===== src/rtl/bmd_pkg.sv =====
// Shared types, fixed-point constants and helper functions for the BLDC derivative step.
`default_nettype none
package bmd_pkg;

	// fixed-point format of every datapath value
	localparam int FRAC_BITS = 16;

	localparam longint ONE_Q = 64'sd1 <<< FRAC_BITS;
	localparam longint PI_Q = ((64'sd314 <<< FRAC_BITS) + 64'sd50) / 64'sd100;
	localparam longint TWO_PI_Q = 2 * PI_Q;
	localparam longint PI3_Q = ((64'sd314 <<< FRAC_BITS) + 64'sd150) / 64'sd300;
	localparam longint PI23_Q = ((64'sd628 <<< FRAC_BITS) + 64'sd150) / 64'sd300;
	localparam longint K6_Q = ((64'sd600 <<< FRAC_BITS) + 64'sd157) / 64'sd314;

	localparam logic signed [31:0] PI_S = 32'(PI_Q);
	localparam logic signed [31:0] NEG_PI_S = 32'(-PI_Q);
	localparam logic signed [63:0] HALF_Q = 64'sd1 <<< (FRAC_BITS - 1);

	// width of the back-EMF shape values, covers sixteen times one
	localparam int EW = FRAC_BITS + 5;

	// configuration port
	localparam int CFG_AW = 3;
	localparam int CFG_DW = 31;
	localparam logic [CFG_AW-1:0] CFG_RS = 3'd0;
	localparam logic [CFG_AW-1:0] CFG_INV3L = 3'd1;
	localparam logic [CFG_AW-1:0] CFG_FLUX = 3'd2;
	localparam logic [CFG_AW-1:0] CFG_POLES = 3'd3;
	localparam logic [CFG_AW-1:0] CFG_INVJ = 3'd4;
	localparam logic [CFG_AW-1:0] CFG_FRIC = 3'd5;

	// smallest shift that lifts two pi above the whole input range
	function automatic int wrap_shift();
		int s;
		s = 0;
		for (int j = 39; j >= 0; j--) begin
			if ((TWO_PI_Q <<< j) >= ((64'sd1 <<< 31) + PI_Q)) begin
				s = j;
			end
		end
		return s;
	endfunction

	// angle wrap: one conditional subtract of two pi times a power of two per stage
	localparam int WRAP_STEPS = wrap_shift() + 1;
	localparam int WRAP_W = 34;
	localparam logic [WRAP_W-1:0] WRAP_ADD = WRAP_W'(PI_Q + (TWO_PI_Q <<< (WRAP_STEPS - 1)));

	function automatic logic [WRAP_W-1:0] wrap_sub(input int j);
		return WRAP_W'(TWO_PI_Q <<< j);
	endfunction

	// mid queue
	localparam int QUEUE_DEPTH = 4;
	localparam int QA_W = 2;

	typedef struct packed {
		logic signed [31:0] current_a;
		logic signed [31:0] current_b;
		logic signed [31:0] current_c;
		logic signed [31:0] rotor_speed;
		logic signed [31:0] rotor_angle;
		logic signed [31:0] voltage_a;
		logic signed [31:0] voltage_b;
		logic signed [31:0] voltage_c;
		logic signed [31:0] load_torque;
	} in_item_t;

	typedef struct packed {
		logic signed [31:0] current_a_rate;
		logic signed [31:0] current_b_rate;
		logic signed [31:0] current_c_rate;
		logic signed [31:0] speed_rate;
		logic signed [31:0] angle_rate;
		logic signed [31:0] motor_torque;
		logic [2:0]         sector;
		logic signed [31:0] wrapped_angle;
	} out_item_t;

	// classified item handed from front to back
	typedef struct packed {
		in_item_t            item;
		logic [2:0]          sector;
		logic signed [31:0]  wrapped_angle;
		logic signed [EW-1:0] e0;
		logic signed [EW-1:0] e1;
		logic signed [EW-1:0] e2;
	} cmd_t;

	typedef struct packed {
		logic [30:0] rs;
		logic [30:0] inv3l;
		logic [30:0] flux;
		logic [6:0]  poles;
		logic [30:0] invj;
		logic [30:0] fric;
	} cfg_t;

	function automatic logic signed [31:0] sat32(input logic signed [63:0] v);
		logic signed [31:0] r;
		if (v > 64'sd2147483647) begin
			r = 32'sh7FFFFFFF;
		end else if (v < -64'sd2147483648) begin
			r = 32'sh80000000;
		end else begin
			r = v[31:0];
		end
		return r;
	endfunction

	// round to nearest, ties toward plus infinity
	function automatic logic signed [63:0] rnd(input logic signed [63:0] v);
		return (v + HALF_Q) >>> FRAC_BITS;
	endfunction

endpackage
`default_nettype wire


===== src/rtl/bmd_cfg_regs.sv =====
// Configuration register file of the BLDC derivative step.
`default_nettype none
module bmd_cfg_regs import bmd_pkg::*; (
	input  wire logic              clk,
	input  wire logic              arst_n,
	input  wire logic              cfg_we,
	input  wire logic [CFG_AW-1:0] cfg_addr,
	input  wire logic [CFG_DW-1:0] cfg_wdata,
	output cfg_t                   cfg
);

	cfg_t cfg_q;

	assign cfg = cfg_q;

	// write one register, drop unknown indexes
	always_ff @(posedge clk or negedge arst_n) begin
		if (!arst_n) begin
			cfg_q.rs <= 31'(ONE_Q);
			cfg_q.inv3l <= 31'(ONE_Q);
			cfg_q.flux <= 31'(ONE_Q);
			cfg_q.poles <= 7'd4;
			cfg_q.invj <= 31'(ONE_Q);
			cfg_q.fric <= '0;
		end else if (cfg_we) begin
			case (cfg_addr)
				CFG_RS: cfg_q.rs <= cfg_wdata;
				CFG_INV3L: cfg_q.inv3l <= cfg_wdata;
				CFG_FLUX: cfg_q.flux <= cfg_wdata;
				CFG_POLES: cfg_q.poles <= cfg_wdata[6:0];
				CFG_INVJ: cfg_q.invj <= cfg_wdata;
				CFG_FRIC: cfg_q.fric <= cfg_wdata;
				default: ;
			endcase
		end
	end

endmodule
`default_nettype wire


===== config.mk =====
export PLATFORM = sky130hd
export DESIGN_NAME = bmd_cfg_regs
export DESIGN_NICKNAME = d
export VERILOG_FILES = /design/src/rtl/bmd_pkg.sv /design/src/rtl/bmd_cfg_regs.sv
export SDC_FILE = /design/constraint.sdc
export NUM_CORES = 1
export LEC_CHECK = 0
export BUFFER_PORTS_ARGS = -buffer_cell sky130_fd_sc_hd__buf_4
export CORE_MARGIN = 2
export CORE_UTILIZATION = 25
export CTS_CLUSTER_DIAMETER = 120
export DETAILED_ROUTE_END_ITERATION = 10
export PLACE_DENSITY = 0.5
export SLEW_MARGIN = 20
export SYNTH_ARGS = -nofsm -noshare
export SYNTH_HDL_FRONTEND = slang
export SYNTH_SLANG_ARGS = --single-unit

===== constraint.sdc =====
create_clock -name clk -period 0.9 [get_ports clk]
set_input_delay 0.045 -clock clk [delete_from_list [all_inputs] [get_ports clk]]
set_output_delay 0.045 -clock clk [all_outputs]
set_load 0.005 [all_outputs]

After elaboration in Yosys (flattened, before gate mapping)
Index checks and enable logic that the tools add are counted.
- ROM bits: 0
- RAM bits: 0
- input port bits: 37
- register bits: 162
- bits in latches: 0
- logic and storage cells: 18
- memories: 0
- bitwise logic cells: 0
- muxes and demuxes: 0
- reduce and logical (&&, ||, !) cells: 7
- div/mod/pow operators: 0
- eq/ne operators: 5
- $mul: 0
- shifts and indexed selects: 0
- add/sub/neg operators: 0
- magnitude comparators: 0
- operator list (operator ; count):
    AND reduction 2 bit ; 6
    == test 3 x 2 -> 1 bit, second input constant ; 2
    == test 3 bit, second input constant ; 2
    == test 3 x 1 -> 1 bit, second input constant ; 1
    logical NOT 3 bit ; 1

Depth between registers and ports, before layout
- depth after elaboration: 2
- mapped depth: 3
- mapped depth without buffers: 2

Worst setup path before layout
Ideal clock, no wire load.
- kind: in2reg
- from: input cfg_addr[1]
- to: register cfg_q (netlist bit cfg[131])
- stages: 3
- slack: -135 ps
- data arrival time: 910 ps
- required time: 775 ps
- library setup time: 125 ps
- cell sequence: nor4b_4 > buf_4 > mux2_2
- word-level cells in the longest chain between the ends: 2
- RTL lines (element ; RTL line ; text):
    start: declaration ; bmd_cfg_regs.sv:7 ; input wire logic [CFG_AW-1:0] cfg_addr,
    logical NOT 3 bit ; bmd_cfg_regs.sv:26 ; case (cfg_addr)
    AND reduction 2 bit (no line) ; n/a ;
    end: declaration ; bmd_cfg_regs.sv:12 ; cfg_t cfg_q;
No other way between the ends.
A chain may end at the register's enable or synchronous reset.

Worst setup path in the final report
- from: register cfg_q (netlist bit cfg[47])
- to: output cfg[47] (netlist name)
- RTL lines (element ; RTL line ; text):
    end: declaration ; bmd_cfg_regs.sv:9 ; output cfg_t cfg
No word-level cell between the ends.

==> results.py <==
metrics = {
    "layout": {
        "antenna_cells": 0,
        "fin_util_pct": 44.7,
        "drive_above_1_share_pct": 71.5,
        "fin_cells": 1008,
        "largest_register_ffs": 162,
        "syn_to_final_growth_pct": 77.6,
        "nets": 708,
    },
    "sta": {
        "tightestPinTransition_ns": 0.314,
        "slew_headroom_pct": 79.1,
        "period_share_pct": 123,
        "period_minus_slack_ns": 1.11,
        "setup_ws_ns": -0.205,
        "final_max_slew_viol_count": 0,
        "setup_viol": 186,
        "clock_skew_ns": 0,
        "rsz0062_at_grt": "true",
        "final_hold_viol_count": 0,
        "setup_tns_ns": -13.20,
        "max_freq_mhz": 905,
    },
    "synthesis": {
        "synthCells": 345,
        "syn_area_per_cell_sq_um": 17.6,
        "yosysUniqueCellTypes": 10,
        "synth_nets": 382,
        "ys_ff_latch": 162,
        "ys_seq_area_share_pct": 66.9,
        "syn_area_sq_mm": 0.00607,
        "yosysWarningCount": 0,
    },
    "placement": {
        "routabilityCongestion": 0.727,
        "place_inst": 873,
        "port_buffers": 198,
        "place_hpwl_microns": 11000,
    },
    "clock_network": {
        "cts.sinks": 162,
        "cts_buffers": 17,
        "cts_tree": "yes",
        "cts-root-buf": "clkbuf_16",
        "clockBufferDepth": 2,
        "htree_levels": 4,
        "clk_pin_slew_worst_paths_ns": 0.06,
        "insertion_delay_ns": 0.41,
    },
    "global_routing": {
        "grt_max_degree": 54,
        "antenna_found_initial": 0,
        "overflow": 0,
        "grt_pass1_wl_microns": 27200,
        "grt_pass1_vias": 4657,
        "track_usage_pct": 13.7,
    },
    "floorplan": {
        "core_region_area_sq_mm": 0.0241,
        "row_count": 57,
        "die-area_sq_mm": 0.0255,
        "die-width_microns": 160,
        "fp.dieH_microns": 160,
        "io_pins": 199,
        "initial_core_util_pct": 25.2,
    },
    "min_path": {
        "hold_path_class": "primary input to asynchronous set/reset pin",
    },
    "power_and_ir_drop": {
        "p_clk_share_pct": 29.4,
        "p_int_mw": 19.3,
        "peakVddDrop_mv": 0.977,
        "power.share.sequential_pct": 40.0,
        "p_leak_nw": 5.03,
        "switchingPower_mw": 6.37,
        "netSwitchingFraction_pct": 24.8,
        "p_per_area_mw_per_mm2": 2390,
        "finalPower_mw": 25.7,
        "pwr-share-comb_pct": 30.6,
    },
    "route": {
        "wl_per_cell_microns": 17.3,
        "detail_route.iter0.violations": 104,
        "routed_wl_microns": 17500,
        "post_drt_via_cell_ratio": 4.09,
        "drtPass1Iterations": 4,
        "dr_total_vias": 4127,
        "ant_nets": 0,
        "drc": 0,
    },
    "setup_path": {
        "arrival_ns": 1.06,
        "cp_top_family": "flip-flops",
        "critical_path_peak_fanout": 2,
        "path_cells": "buf_6",
        "end_kind": "output port",
        "cp_slowest_cell": "dfstp_2",
        "worstSetupPathType": "flip-flop to output port",
        "cpPeakStageDelay_ns": 0.55,
        "crit_buf_inv": 1,
        "worstPathRequired_ns": 0.85,
        "cp-start-kind": "flip-flop",
    },
    "job": {
        "drv_cap": 0,
    },
    "status": {
        "violations": "setup timing",
        "status": "finished, violations left",
    },
}
routing by layer:
layer	global-route usage, %	routed length [microns]
met5	0	0
met4	3.56	135
met3	4.05	918
met2	23.0	8790
met1	17.2	7630
power groups by stage:
stage | clock network [mW] | logic, mW | registers, mW
global placement | 0 | 5.49 | 9.99
global route | 8.14 | 8.36 | 10.5
floorplan | 0 | 2.05 | 9.98
detailed placement | 0 | 5.56 | 10.0
CTS | 7.78 | 7.49 | 10.2
finish | 7.56 | 7.87 | 10.3
final timing paths:
check / start / depth (start not counted) / slack (ns) / end
setup / recovery: cfg[47] / 1 / -0.21 / cfg[47]
hold / removal: arst_n / 3 / 0.18 / cfg[4]
setup reg to reg: cfg[47] / 3 / -0.05 / cfg[47]
hold reg to reg: cfg[161] / 1 / 0.53 / cfg[161]
max in group asynchronous: arst_n / 3 / 0.04 / cfg[18]
min in group clk: cfg_we / 4 / 0.21 / cfg[67]
Yosys cell counts:
cell type / count / share of area, %
and4bb_1: 2 / 0.41
and4bb_2: 1 / 0.21
buf_2: 3 / 0.25
buf_4: 12 / 1.5
dfrtp_1: 157 / 65
dfstp_2: 5 / 2.2
mux2_1: 9 / 1.7
mux2_2: 153 / 28
nand4b_1: 2 / 0.29
nor4b_4: 1 / 0.39
stage by stage:
stage               hold slack (ns)  setup slack [ns]  instance area (sq um)
CTS                           0.164            -0.223                  10500
global placement             -0.128            -0.350                   8530
finish                        0.180            -0.205                  10800
detailed placement           -0.130            -0.380                   8530
floorplan                    -0.251            -0.135                   6480
global route                  0.179            -0.249                  10800
placed cells by master, fill, tap and decap left out, types with 2 or more instances in the layout:
cell type,Yosys,routed
inv_6,0,2
clkinvlp_4,0,2
and4bb_4,0,3
buf_12,0,13
nand4b_1,2,2
mux2_2,153,69
clkinv_2,0,3
dfrtp_1,157,157
clkbuf_8,0,2
clkinv_4,0,2
buf_6,0,206
buf_4,12,69
bufinv_16,0,3
clkbuf_16,0,17
dlygate4sd3_1,0,34
dfstp_2,5,5
mux2_4,0,92
repair_timing:
item                                    4_1_cts  5_1_grt
buffers inserted                             57       12
hold endpoints to repair                    322        0
pin swaps                                     0        0
resized for setup                           162       45
hold buffers                                 34        0
endpoints found under the setup margin      162      218
logic make-up after synthesis:
kind of cell	Yosys count	synth area share, %
DFF	162	66.9
muxes	162	30.1
and+or+nand+nor	6	1.30
buffers and inverters	15	1.73
final cells by class:
class | instances | area (sq um)
Sequential cell | 162 | 4060
Clock buffer | 20 | 457
Multi-Input combinational cell | 168 | 2260
Timing Repair Buffer | 322 | 3440
Clock inverter | 12 | 155
Tap cell | 324 | 405
Fill cell | 2174 | 13300
No activity file was read; power rests on OpenSTA's default activity.
