===== src/rtl/bmd_pkg.sv =====
// Shared types, fixed-point constants and helper functions for the BLDC derivative step.
`default_nettype none
package bmd_pkg;

	// fixed-point format of every datapath value
	localparam int FRAC_BITS = 16;

	localparam longint ONE_Q = 64'sd1 <<< FRAC_BITS;
	localparam longint PI_Q = ((64'sd314 <<< FRAC_BITS) + 64'sd50) / 64'sd100;
	localparam longint TWO_PI_Q = 2 * PI_Q;
	localparam longint PI3_Q = ((64'sd314 <<< FRAC_BITS) + 64'sd150) / 64'sd300;
	localparam longint PI23_Q = ((64'sd628 <<< FRAC_BITS) + 64'sd150) / 64'sd300;
	localparam longint K6_Q = ((64'sd600 <<< FRAC_BITS) + 64'sd157) / 64'sd314;

	localparam logic signed [31:0] PI_S = 32'(PI_Q);
	localparam logic signed [31:0] NEG_PI_S = 32'(-PI_Q);
	localparam logic signed [63:0] HALF_Q = 64'sd1 <<< (FRAC_BITS - 1);

	// width of the back-EMF shape values, covers sixteen times one
	localparam int EW = FRAC_BITS + 5;

	// configuration port
	localparam int CFG_AW = 3;
	localparam int CFG_DW = 31;
	localparam logic [CFG_AW-1:0] CFG_RS = 3'd0;
	localparam logic [CFG_AW-1:0] CFG_INV3L = 3'd1;
	localparam logic [CFG_AW-1:0] CFG_FLUX = 3'd2;
	localparam logic [CFG_AW-1:0] CFG_POLES = 3'd3;
	localparam logic [CFG_AW-1:0] CFG_INVJ = 3'd4;
	localparam logic [CFG_AW-1:0] CFG_FRIC = 3'd5;

	// smallest shift that lifts two pi above the whole input range
	function automatic int wrap_shift();
		int s;
		s = 0;
		for (int j = 39; j >= 0; j--) begin
			if ((TWO_PI_Q <<< j) >= ((64'sd1 <<< 31) + PI_Q)) begin
				s = j;
			end
		end
		return s;
	endfunction

	// angle wrap: one conditional subtract of two pi times a power of two per stage
	localparam int WRAP_STEPS = wrap_shift() + 1;
	localparam int WRAP_W = 34;
	localparam logic [WRAP_W-1:0] WRAP_ADD = WRAP_W'(PI_Q + (TWO_PI_Q <<< (WRAP_STEPS - 1)));

	function automatic logic [WRAP_W-1:0] wrap_sub(input int j);
		return WRAP_W'(TWO_PI_Q <<< j);
	endfunction

	// mid queue
	localparam int QUEUE_DEPTH = 4;
	localparam int QA_W = 2;

	typedef struct packed {
		logic signed [31:0] current_a;
		logic signed [31:0] current_b;
		logic signed [31:0] current_c;
		logic signed [31:0] rotor_speed;
		logic signed [31:0] rotor_angle;
		logic signed [31:0] voltage_a;
		logic signed [31:0] voltage_b;
		logic signed [31:0] voltage_c;
		logic signed [31:0] load_torque;
	} in_item_t;

	typedef struct packed {
		logic signed [31:0] current_a_rate;
		logic signed [31:0] current_b_rate;
		logic signed [31:0] current_c_rate;
		logic signed [31:0] speed_rate;
		logic signed [31:0] angle_rate;
		logic signed [31:0] motor_torque;
		logic [2:0]         sector;
		logic signed [31:0] wrapped_angle;
	} out_item_t;

	// classified item handed from front to back
	typedef struct packed {
		in_item_t            item;
		logic [2:0]          sector;
		logic signed [31:0]  wrapped_angle;
		logic signed [EW-1:0] e0;
		logic signed [EW-1:0] e1;
		logic signed [EW-1:0] e2;
	} cmd_t;

	typedef struct packed {
		logic [30:0] rs;
		logic [30:0] inv3l;
		logic [30:0] flux;
		logic [6:0]  poles;
		logic [30:0] invj;
		logic [30:0] fric;
	} cfg_t;

	function automatic logic signed [31:0] sat32(input logic signed [63:0] v);
		logic signed [31:0] r;
		if (v > 64'sd2147483647) begin
			r = 32'sh7FFFFFFF;
		end else if (v < -64'sd2147483648) begin
			r = 32'sh80000000;
		end else begin
			r = v[31:0];
		end
		return r;
	endfunction

	// round to nearest, ties toward plus infinity
	function automatic logic signed [63:0] rnd(input logic signed [63:0] v);
		return (v + HALF_Q) >>> FRAC_BITS;
	endfunction

endpackage
`default_nettype wire


===== src/rtl/bmd_queue.sv =====
// Short queue of classified items between the front and back pipelines.
`default_nettype none
module bmd_queue import bmd_pkg::*; (
	input  wire logic clk,
	input  wire logic arst_n,
	input  wire logic wr_en,
	output logic      wr_ready,
	input  cmd_t      wr_data,
	output logic      rd_valid,
	input  wire logic rd_en,
	output cmd_t      rd_data
);

	cmd_t mem_q [0:QUEUE_DEPTH-1];
	logic [QA_W-1:0] wr_ptr_q, rd_ptr_q;
	logic [QA_W:0] count_q;
	logic do_wr, do_rd;

	assign wr_ready = count_q != (QA_W+1)'(QUEUE_DEPTH);
	assign rd_valid = count_q != '0;
	assign rd_data = mem_q[rd_ptr_q];
	assign do_wr = wr_en && wr_ready;
	assign do_rd = rd_en && rd_valid;

	// advance pointers and fill count
	always_ff @(posedge clk or negedge arst_n) begin
		if (!arst_n) begin
			wr_ptr_q <= '0;
			rd_ptr_q <= '0;
			count_q <= '0;
		end else begin
			if (do_wr) begin
				wr_ptr_q <= wr_ptr_q + QA_W'(1);
			end
			if (do_rd) begin
				rd_ptr_q <= rd_ptr_q + QA_W'(1);
			end
			if (do_wr && !do_rd) begin
				count_q <= count_q + (QA_W+1)'(1);
			end else if (do_rd && !do_wr) begin
				count_q <= count_q - (QA_W+1)'(1);
			end
		end
	end

	// store the item
	always_ff @(posedge clk) begin
		if (do_wr) begin
			mem_q[wr_ptr_q] <= wr_data;
		end
	end

endmodule
`default_nettype wire


===== config.mk =====
export PLATFORM = sky130hd
export DESIGN_NAME = bmd_queue
export DESIGN_NICKNAME = d
export VERILOG_FILES = /design/src/rtl/bmd_pkg.sv /design/src/rtl/bmd_queue.sv
export SDC_FILE = /design/constraint.sdc
export NUM_CORES = 1
export LEC_CHECK = 0
export BUFFER_PORTS_ARGS = -buffer_cell sky130_fd_sc_hd__buf_2
export CAP_MARGIN = 5
export CORE_MARGIN = 2
export CORE_UTILIZATION = 35
export CTS_BUF_LIST = sky130_fd_sc_hd__clkbuf_8
export CTS_CLUSTER_DIAMETER = 80
export DETAILED_ROUTE_END_ITERATION = 6
export HOLD_SLACK_MARGIN = 0.03
export REMOVE_ABC_BUFFERS = 1
export SETUP_SLACK_MARGIN = 0.4
export SYNTH_ARGS = -nofsm -noshare
export SYNTH_HDL_FRONTEND = slang
export SYNTH_SLANG_ARGS = --single-unit

===== constraint.sdc =====
create_clock -name clk -period 11.57 [get_ports clk]
set_input_delay 1.7355 -clock clk [delete_from_list [all_inputs] [get_ports clk]]
set_output_delay 1.7355 -clock clk [all_outputs]
set_load 0.02 [all_outputs]

# Yosys cells after proc, flatten, opt, wreduce, memory -nomap -nowiden
# Memory sizes are Yosys's and may differ from the RTL's.
# Index checks and enable logic that the tools add are counted.
# op_classes
addsub,4
n_eq_ne,1
mux,4
n_reduce_logical,8
# op_table
cell,n
3-bit 2-to-1 mux,2
2-bit by 1-bit adder with 2-bit output (second input constant),2
1-bit logical AND,4
3-bit by 1-bit adder with 3-bit output (second input constant),1
3-bit inequality test (second input constant),1
3-bit nonzero test,1
3-bit by 1-bit subtractor with 3-bit output (second input constant),1
1-bit zero test,2
1-bit 2-to-1 mux,2
2-bit nonzero test,1
# totals
register_bits,7
mem_bits_rw,1544
in_bits,390
elab_cells,21
n_memories,1
# mem_list
name,depth,width,rd,rd_ports_with_merged_regs,write_ports,line,source
mem_q,4,386,1,0,1,bmd_queue.sv:14,cmd_t mem_q [0:QUEUE_DEPTH-1];

# Longest topological paths before layout
# Gate-level depths: netlist of the first run.
# depth
ltp_word,6
depth_mapped,8
ltp_nobuf,8

# Worst setup path before layout of the first run
# OpenSTA, ideal clock, no wires.
# synth_timing
path_type,input to register
from,input wr_en
to,"memory mem_q[2][0] (netlist bit), enable pin"
setup_time_ns,0.799
arrival_ns,10.771
required_time_ns,10.771
setup_slack_ns,0.001
cell_stages,2
path_cell_list,a21boi_2 -> and2_1
# synth_via
elab_chain_len,3
# synth_rtl
item,line,source
start: declaration,bmd_queue.sv:6,"input wire logic wr_en,"
1-bit logical AND,bmd_queue.sv:22,assign do_wr = wr_en && wr_ready;
1-bit 2-to-1 mux,bmd_queue.sv:48,if (do_wr) begin
1-bit 2-to-1 mux (implied by the code),bmd_queue.sv:49,mem_q[wr_ptr_q] <= wr_data;
end: declaration,bmd_queue.sv:14,
# No other way between the ends.

==> results of run 1 <==
routing by layer:
metal / up-vias / routed length, µm / GRT usage / part of all wire
li1: 11020 / - / - / -
met1: 13310 / 46860 / 0.1746 / 0.38
met2: 922 / 59950 / 0.2356 / 0.49
met3: 338 / 12380 / 0.06813 / 0.10
met4: 68 / 3849 / 0.05839 / 0.031
met5: - / 444 / 0 / 0.0036
synthesized netlist by cell type:
| master | count | area [µm²] |
|---|---|---|
| and2_1 | 4 | 25.02 |
| or3_1 | 1 | 6.260 |
| xnor2_1 | 4 | 35.03 |
| nand2_1 | 2 | 7.510 |
| buf_6 | 37 | 416.7 |
| ha_1 | 5 | 62.56 |
| clkbuf_1 | 7 | 26.28 |
| dfrtp_1 | 7 | 175.2 |
| fa_1 | 1 | 20.02 |
| nand3_1 | 1 | 5.000 |
| mux4_2 | 386 | 8693 |
| nor2_1 | 2 | 7.510 |
| edfxtp_1 | 1544 | 46360 |
| xor2_1 | 2 | 17.52 |
| a21boi_2 | 1 | 11.26 |
| mux2_2 | 2 | 22.52 |
| inv_1 | 3 | 11.26 |
| buf_2 | 42 | 210.2 |
worst register-to-register path, stage by stage (launching register included):
cell	delay [ns]
dfrtp_1	0.43
nor2_1	0.09
a21boi_2	0.35
and2_4	0.70
buf_4	0.71
buf_4	0.98
cells by family after synthesis:
group	after synthesis
flops	1551
fa+ha+maj	6
compound gates	1
mux	388
buf+inv	89
xor+xnor	6
simple gates	10
flip-flops by register name (all words and copies together) (netlist names):
register  count
mem_q      1544
wr_ptr_q      2
count_q       3
rd_ptr_q      2
worst min-delay path by stage:
stage                          start          to  slack (ns)
after global placement    count_q[2]  count_q[2]        0.51
after CTS                     arst_n  count_q[2]        0.47
after global routing          arst_n  count_q[0]        0.52
after detailed placement  count_q[2]  count_q[2]        0.52
final                     count_q[2]  count_q[2]        0.54
after floorplan           count_q[2]  count_q[2]        0.49
area by class of cell:
| cell class | instances | area share |
|---|---|---|
| sequential | 1551 | 0.6917 |
| multi-input combinational | 411 | 0.1326 |
| timing repair buffer | 803 | 0.06291 |
| clock buffer | 284 | 0.05808 |
| tap | 2072 | 0.03852 |
| clock inverter | 177 | 0.01525 |
| antenna | 22 | 0.0008180 |
| inverter | 3 | 0.0001673 |
stage by stage:
stage	area (µm²)	utilization
final	67300	0.4239
after global routing	67270	0.4238
after CTS	67240	0.4236
after detailed placement	62310	0.3925
after global placement	62310	0.3925
after floorplan	55460	-
power breakdown:
| group | internal [mW] | total (mW) | switching [mW] |
|---|---|---|---|
| Clock | 2.51 | 4.64 | 2.12 |
| Combinational | 2.16 | 5.76 | 3.59 |
| Sequential | 7.43 | 7.71 | 0.274 |
| Total | 12.1 | 18.1 | 5.99 |
==> flow_summary.toml, run 1 <==
[run_status]
outcome = "complete, no violations"

[synthesis]
synthMuxAreaShare = 0.1553
syn_area_um2 = 56120
yosys_warnings = 0
synthesis.instances = 2051
synthAdderAreaFrac = 0.001472
synth_compound_area_frac = 0.0002007
yosys.area_share.simple = 0.0009141
yosys.area_share.xor_xnor = 0.0009364
ys_ff_latch = 1551
synth_top_family_by_area = "multiplexers"
syn_avg_cell_area_um2 = 27.36
ys_seq_area_frac = 0.8293
synth_cell_types = 18

[clocking]
cts_root_buf = "clkbuf_8"
holdBufCountCts = 0
numCtsBuffers = 279
htreeDepth = 5
tritoncts = "built"
cts_setup_buffers = 0
clockBufferDepth = 4
cts_resized = 0
cts.reportedPaths.clkPinSlew_ns = 0.06
clk_latency_ns = 0.96
cts_sinks = 1551

[worst_setup_path]
ff2ff_setup_slack_ns = 7.84
worstSetupStartpoint = "rd_ptr_q[0]"
worstPathMaxFanout = 83
path_common_cell = "buf_12"
cp.depth = 4
endpoint = "rd_data[73]"
critPathKind = "register to output port"
worstReg2RegEnd = "mem_q[1][173]"
critPathBufInv = 3
cp-start-kind = "register"
r2r_cells = 5
rr_startpoint = "count_q[0]"
crit_arrival_ns = 4.27
cp_top_family = "buffers and inverters"
crit_required_ns = 9.83
end_kind = "output port"
critPathMaxStageDelay_ns = 1.01
crit_chain = "buf_12 -> buf_12 -> mux4_2 -> buf_2"
cp_slowest_cell = "dfrtp_4"

[layout]
drive_above_1_share = 0.4738
seqCellArea_um2 = 46550
multi_input_area_um2 = 8924
nets = 3445
synthToLayoutAreaGrowth_pct = 19.92
final.fill_count = 13650
final-instance-count-excl-fill = 5323
final_common_cell = "edfxtp_1"
layout_common_cells = "edfxtp_1 (1544), buf_2 (777), mux4_2 (386)"

[global_routing]
globalRoute.totalOverflow = 0
grt_use_total = 0.1481
grt_max_degree = 134
grt_pass1_vias = 27250
grt_pass1_wl_um = 178900
grt_antenna_before_repair = 62

[timing]
rsz0062_at_grt = "false"
timing.fmax_mhz = 166.4
slew_viol_final = 0
hold_viol_final = 0
finalSetupViolations = 0
holdWs_ns = 0.5400
slew_headroom = 0.2537
postLayoutSetupSlackWorst_ns = 5.561
fin_skew_ns = 0.05869
min_period_ns = 6.009
fin_crit_sh = 0.5193
fin_setup_tns_ns = 0
tightestPinTransition_ns = 1.119

[placement]
gp_congestion = 0.7275
dp_hpwl_um = 74870
port_buffers = 777
dp_cells = 4840
place_ws_ns = 6.443

[hold_path]
whs_path_depth = 1
hold_class = "register to register"

[detailed_routing]
drc = 0
drtAntennaViolNets = 0
drtIter0Drc = 1543
totalWireLength_um = 123500
dr.pass1.iters = 4
num_vias = 25660
via_per_inst = 4.820
wire_per_inst_um = 23.20

[power]
power_density_nw_per_um2 = 268.9
p_leak_nw = 22.84
peakVddDrop_mv = 0.2136
power_mw = 18.10

[flow_run]
cap_violations = 0

[die]
num_rows = 146
start_util = 0.3535
coreArea_um2 = 158700
die_h_um = 404.4
chipWidth_um = 404.4
fp.dieArea_um2 = 163600
ios = 778
Note: power is estimated with default switching activity, not from simulation.
==> run 2, diff against run 1 <==
ABC_AREA = 1   (was not set)
clock period = 5.7 ns   (was 11.57 ns; I/O delays follow)
==> run 2 against run 1 <==
Compared with the run above: clock power grew 99%; global-route usage increased by 1.8 points; sequential cell count is the same; cell area is 13% higher; worst setup slack got worse by 4.1 ns; die area grew 9.7%; synthesized cell count increased by 120%; synthesized area rose by 9.8%; count of clock-buffer cells in the layout rose by 6; worst hold slack got worse by 0.37 ns; sequential share of layout area fell by 8.2 points; sequential power rose by 100%; critical endpoint is now rd_data[326]; largest cell class unchanged.
==> flow_summary.toml, run 2 <==
[synthesis]
syn_avg_cell_area_um2 = 13.51
synthAdderAreaFrac = 0.001340
postSynth.asyncResetShare = 0.004513
synthTopCellsByCount = "edfxtp_1 (1544), nand2_1 (1175), inv_1 (786)"
synthMuxAreaShare = 0
synthFlopType = "edfxtp_1"
synth_cell_types = 18
synth_top_area_frac = 0.7525
ys_seq_area_frac = 0.7553
synth.top_cells.by_area = "edfxtp_1 (75%), o211ai_1 (9.4%), nand2_1 (7.2%), inv_1 (4.8%), buf_6 (1.6%)"
synth_edf_count = 1544
synth_compound_area_frac = 0.09414
yosys.area.top_type = "edfxtp_1"
yosys_warnings = 0
yosys.area_share.simple = 0.07249
synth_top_family_by_area = "compound AO/OA/AOI/OAI gates"
yosys.area_share.xor_xnor = 0.0001421
synthesis.instances = 4562
syn_area_um2 = 61620
synth_most_common_cell = "edfxtp_1"
ys_ff_latch = 1551

[power]
peakVddDrop_mv = 0.4158
p_leak_nw = 30.63
power_mw = 39.69
power_density_nw_per_um2 = 520.0

[clocking]
clk_latency_ns = 1.04
holdBufCountCts = 387
clockBufferDepth = 4
tritoncts = "built"
numCtsBuffers = 282
cts.reportedPaths.clkPinSlew_ns = 0.05
cts_setup_buffers = 0
cts_resized = 0
cts_root_buf = "clkbuf_8"
htreeDepth = 5
cts_sinks = 1551

[layout]
final_common_cell = "edfxtp_1"
synthToLayoutAreaGrowth_pct = 23.86
final.fill_count = 15720
seqCellArea_um2 = 46540
nets = 6212
multi_input_area_um2 = 10390
layout_common_cells = "edfxtp_1 (1544), nand2_1 (1175), inv_1 (878)"
drive_above_1_share = 0.1936
largest_reg_flops = 1544
top_regs = "mem_q (1544), count_q (3)"
top_register = "mem_q"

[timing]
rsz0062_at_grt = "false"
slew_headroom = 0.07802
min_period_ns = 4.286
tightestPinTransition_ns = 1.383
fin_skew_ns = 0.09818
finalSetupViolations = 0
slew_viol_final = 0
timing.fmax_mhz = 233.3
fin_crit_sh = 0.7519
fin_setup_tns_ns = 0
hold_viol_final = 0

[detailed_routing]
via_per_inst = 4.614
drtIter0Drc = 2363
wire_per_inst_um = 18.29
dr.pass1.iters = 6
num_vias = 38480
drtAntennaViolNets = 0
drc = 0
totalWireLength_um = 152500

[run_status]
outcome = "complete, no violations"

[placement]
dp_hpwl_um = 92490
port_buffers = 777
gp_congestion = 0.8214

[global_routing]
grt_use_total = 0.1659
grt_pass1_wl_um = 227500
grt_max_degree = 183
grt_antenna_before_repair = 18
globalRoute.totalOverflow = 0
grt_pass1_vias = 37660

[worst_setup_path]
worstPathMaxFanout = 144
critPathKind = "register to output port"
end_kind = "output port"
r2r_cells = 6
cp-start-kind = "register"
crit_arrival_ns = 3.43
crit_required_ns = 4.85

[die]
coreArea_um2 = 174400
ios = 778
chipWidth_um = 423.6
num_rows = 153
die_h_um = 423.6
fp.dieArea_um2 = 179400
start_util = 0.3533

[flow_run]
cap_violations = 0

[hold_path]
hold_class = "primary input to register"
whs_path_depth = 1
-- run 2: cell types whose count changed after synthesis, moves of 10 or more --
cell	change
nand2_1	+1173
inv_1	+783
o211ai_1	+772
mux4_2	-386
clkbuf_1	+74
buf_6	+53
buf_2	+28
buf_4	+10
-- run 2: final cells by class --
| class | instances | share of cell area |
|---|---|---|
| Sequential cell | 1551 | 0.6098 |
| Multi-Input combinational cell | 1967 | 0.1361 |
| Timing Repair Buffer | 1226 | 0.1132 |
| Clock buffer | 290 | 0.05230 |
| Inverter | 788 | 0.03895 |
| Tap cell | 2325 | 0.03812 |
| Clock inverter | 170 | 0.01075 |
| Antenna cell | 22 | 0.0007213 |
-- run 2: path summary, 6_finish.rpt --
check                            start            end  slack [ns]
min                        wr_data[46]   mem_q[0][46]        0.17
max reg2reg                 count_q[0]  mem_q[3][358]        2.81
max in group asynchronous       arst_n    rd_ptr_q[1]        5.23
min in group asynchronous       arst_n    wr_ptr_q[0]        0.24
max                        rd_ptr_q[1]   rd_data[326]        1.41
min reg2reg                 count_q[2]     count_q[2]        0.53
-- run 2: cell families after synthesis --
family	Yosys count
compound gates	773
buf+inv	1044
fa+ha+maj	6
xor+xnor	1
simple gates	1187
flops	1551
-- run 2: per-stage QoR --
| stage | area [µm²] | worst slack (ns) | hold slack (ns) | utilization | cells |
|---|---|---|---|---|---|
| after global placement | 67580 | 2.333 | 0.4884 | 0.3875 | 7470 |
| final | 76320 | 1.414 | 0.1663 | 0.4376 | 8339 |
| after CTS | 76270 | 1.229 | 0.03497 | 0.4373 | 8317 |
| after global routing | 76310 | 1.166 | 0.04816 | 0.4376 | 8335 |
| after floorplan | 59860 | -12.43 | 0.4628 | - | 4306 |
| after detailed placement | 67580 | 2.330 | 0.5003 | 0.3875 | 7470 |
-- run 2: worst max-delay path, cell delays in order (launching register included) --
cell      delay (ns)
dfrtp_4         0.74
buf_12          0.37
o211ai_1        0.39
nand2_1         0.18
buf_2           0.18
-- run 2: where the power goes --
group / internal (mW) / switching [mW]
sequential: 15.0 / 0.469
combinational: 4.15 / 10.9
clock: 4.89 / 4.35
total: 24.0 / 15.7
-- run 2: routing by layer --
metal,part of all wire,routed length (µm),global-route usage,up-vias
li1,-,-,-,18610
met1,0.40,61530,0.1974,18520
met2,0.50,76810,0.2849,1002
met3,0.047,7238,0.03505,341
met4,0.045,6927,0.08078,0
met5,0,0,0,-
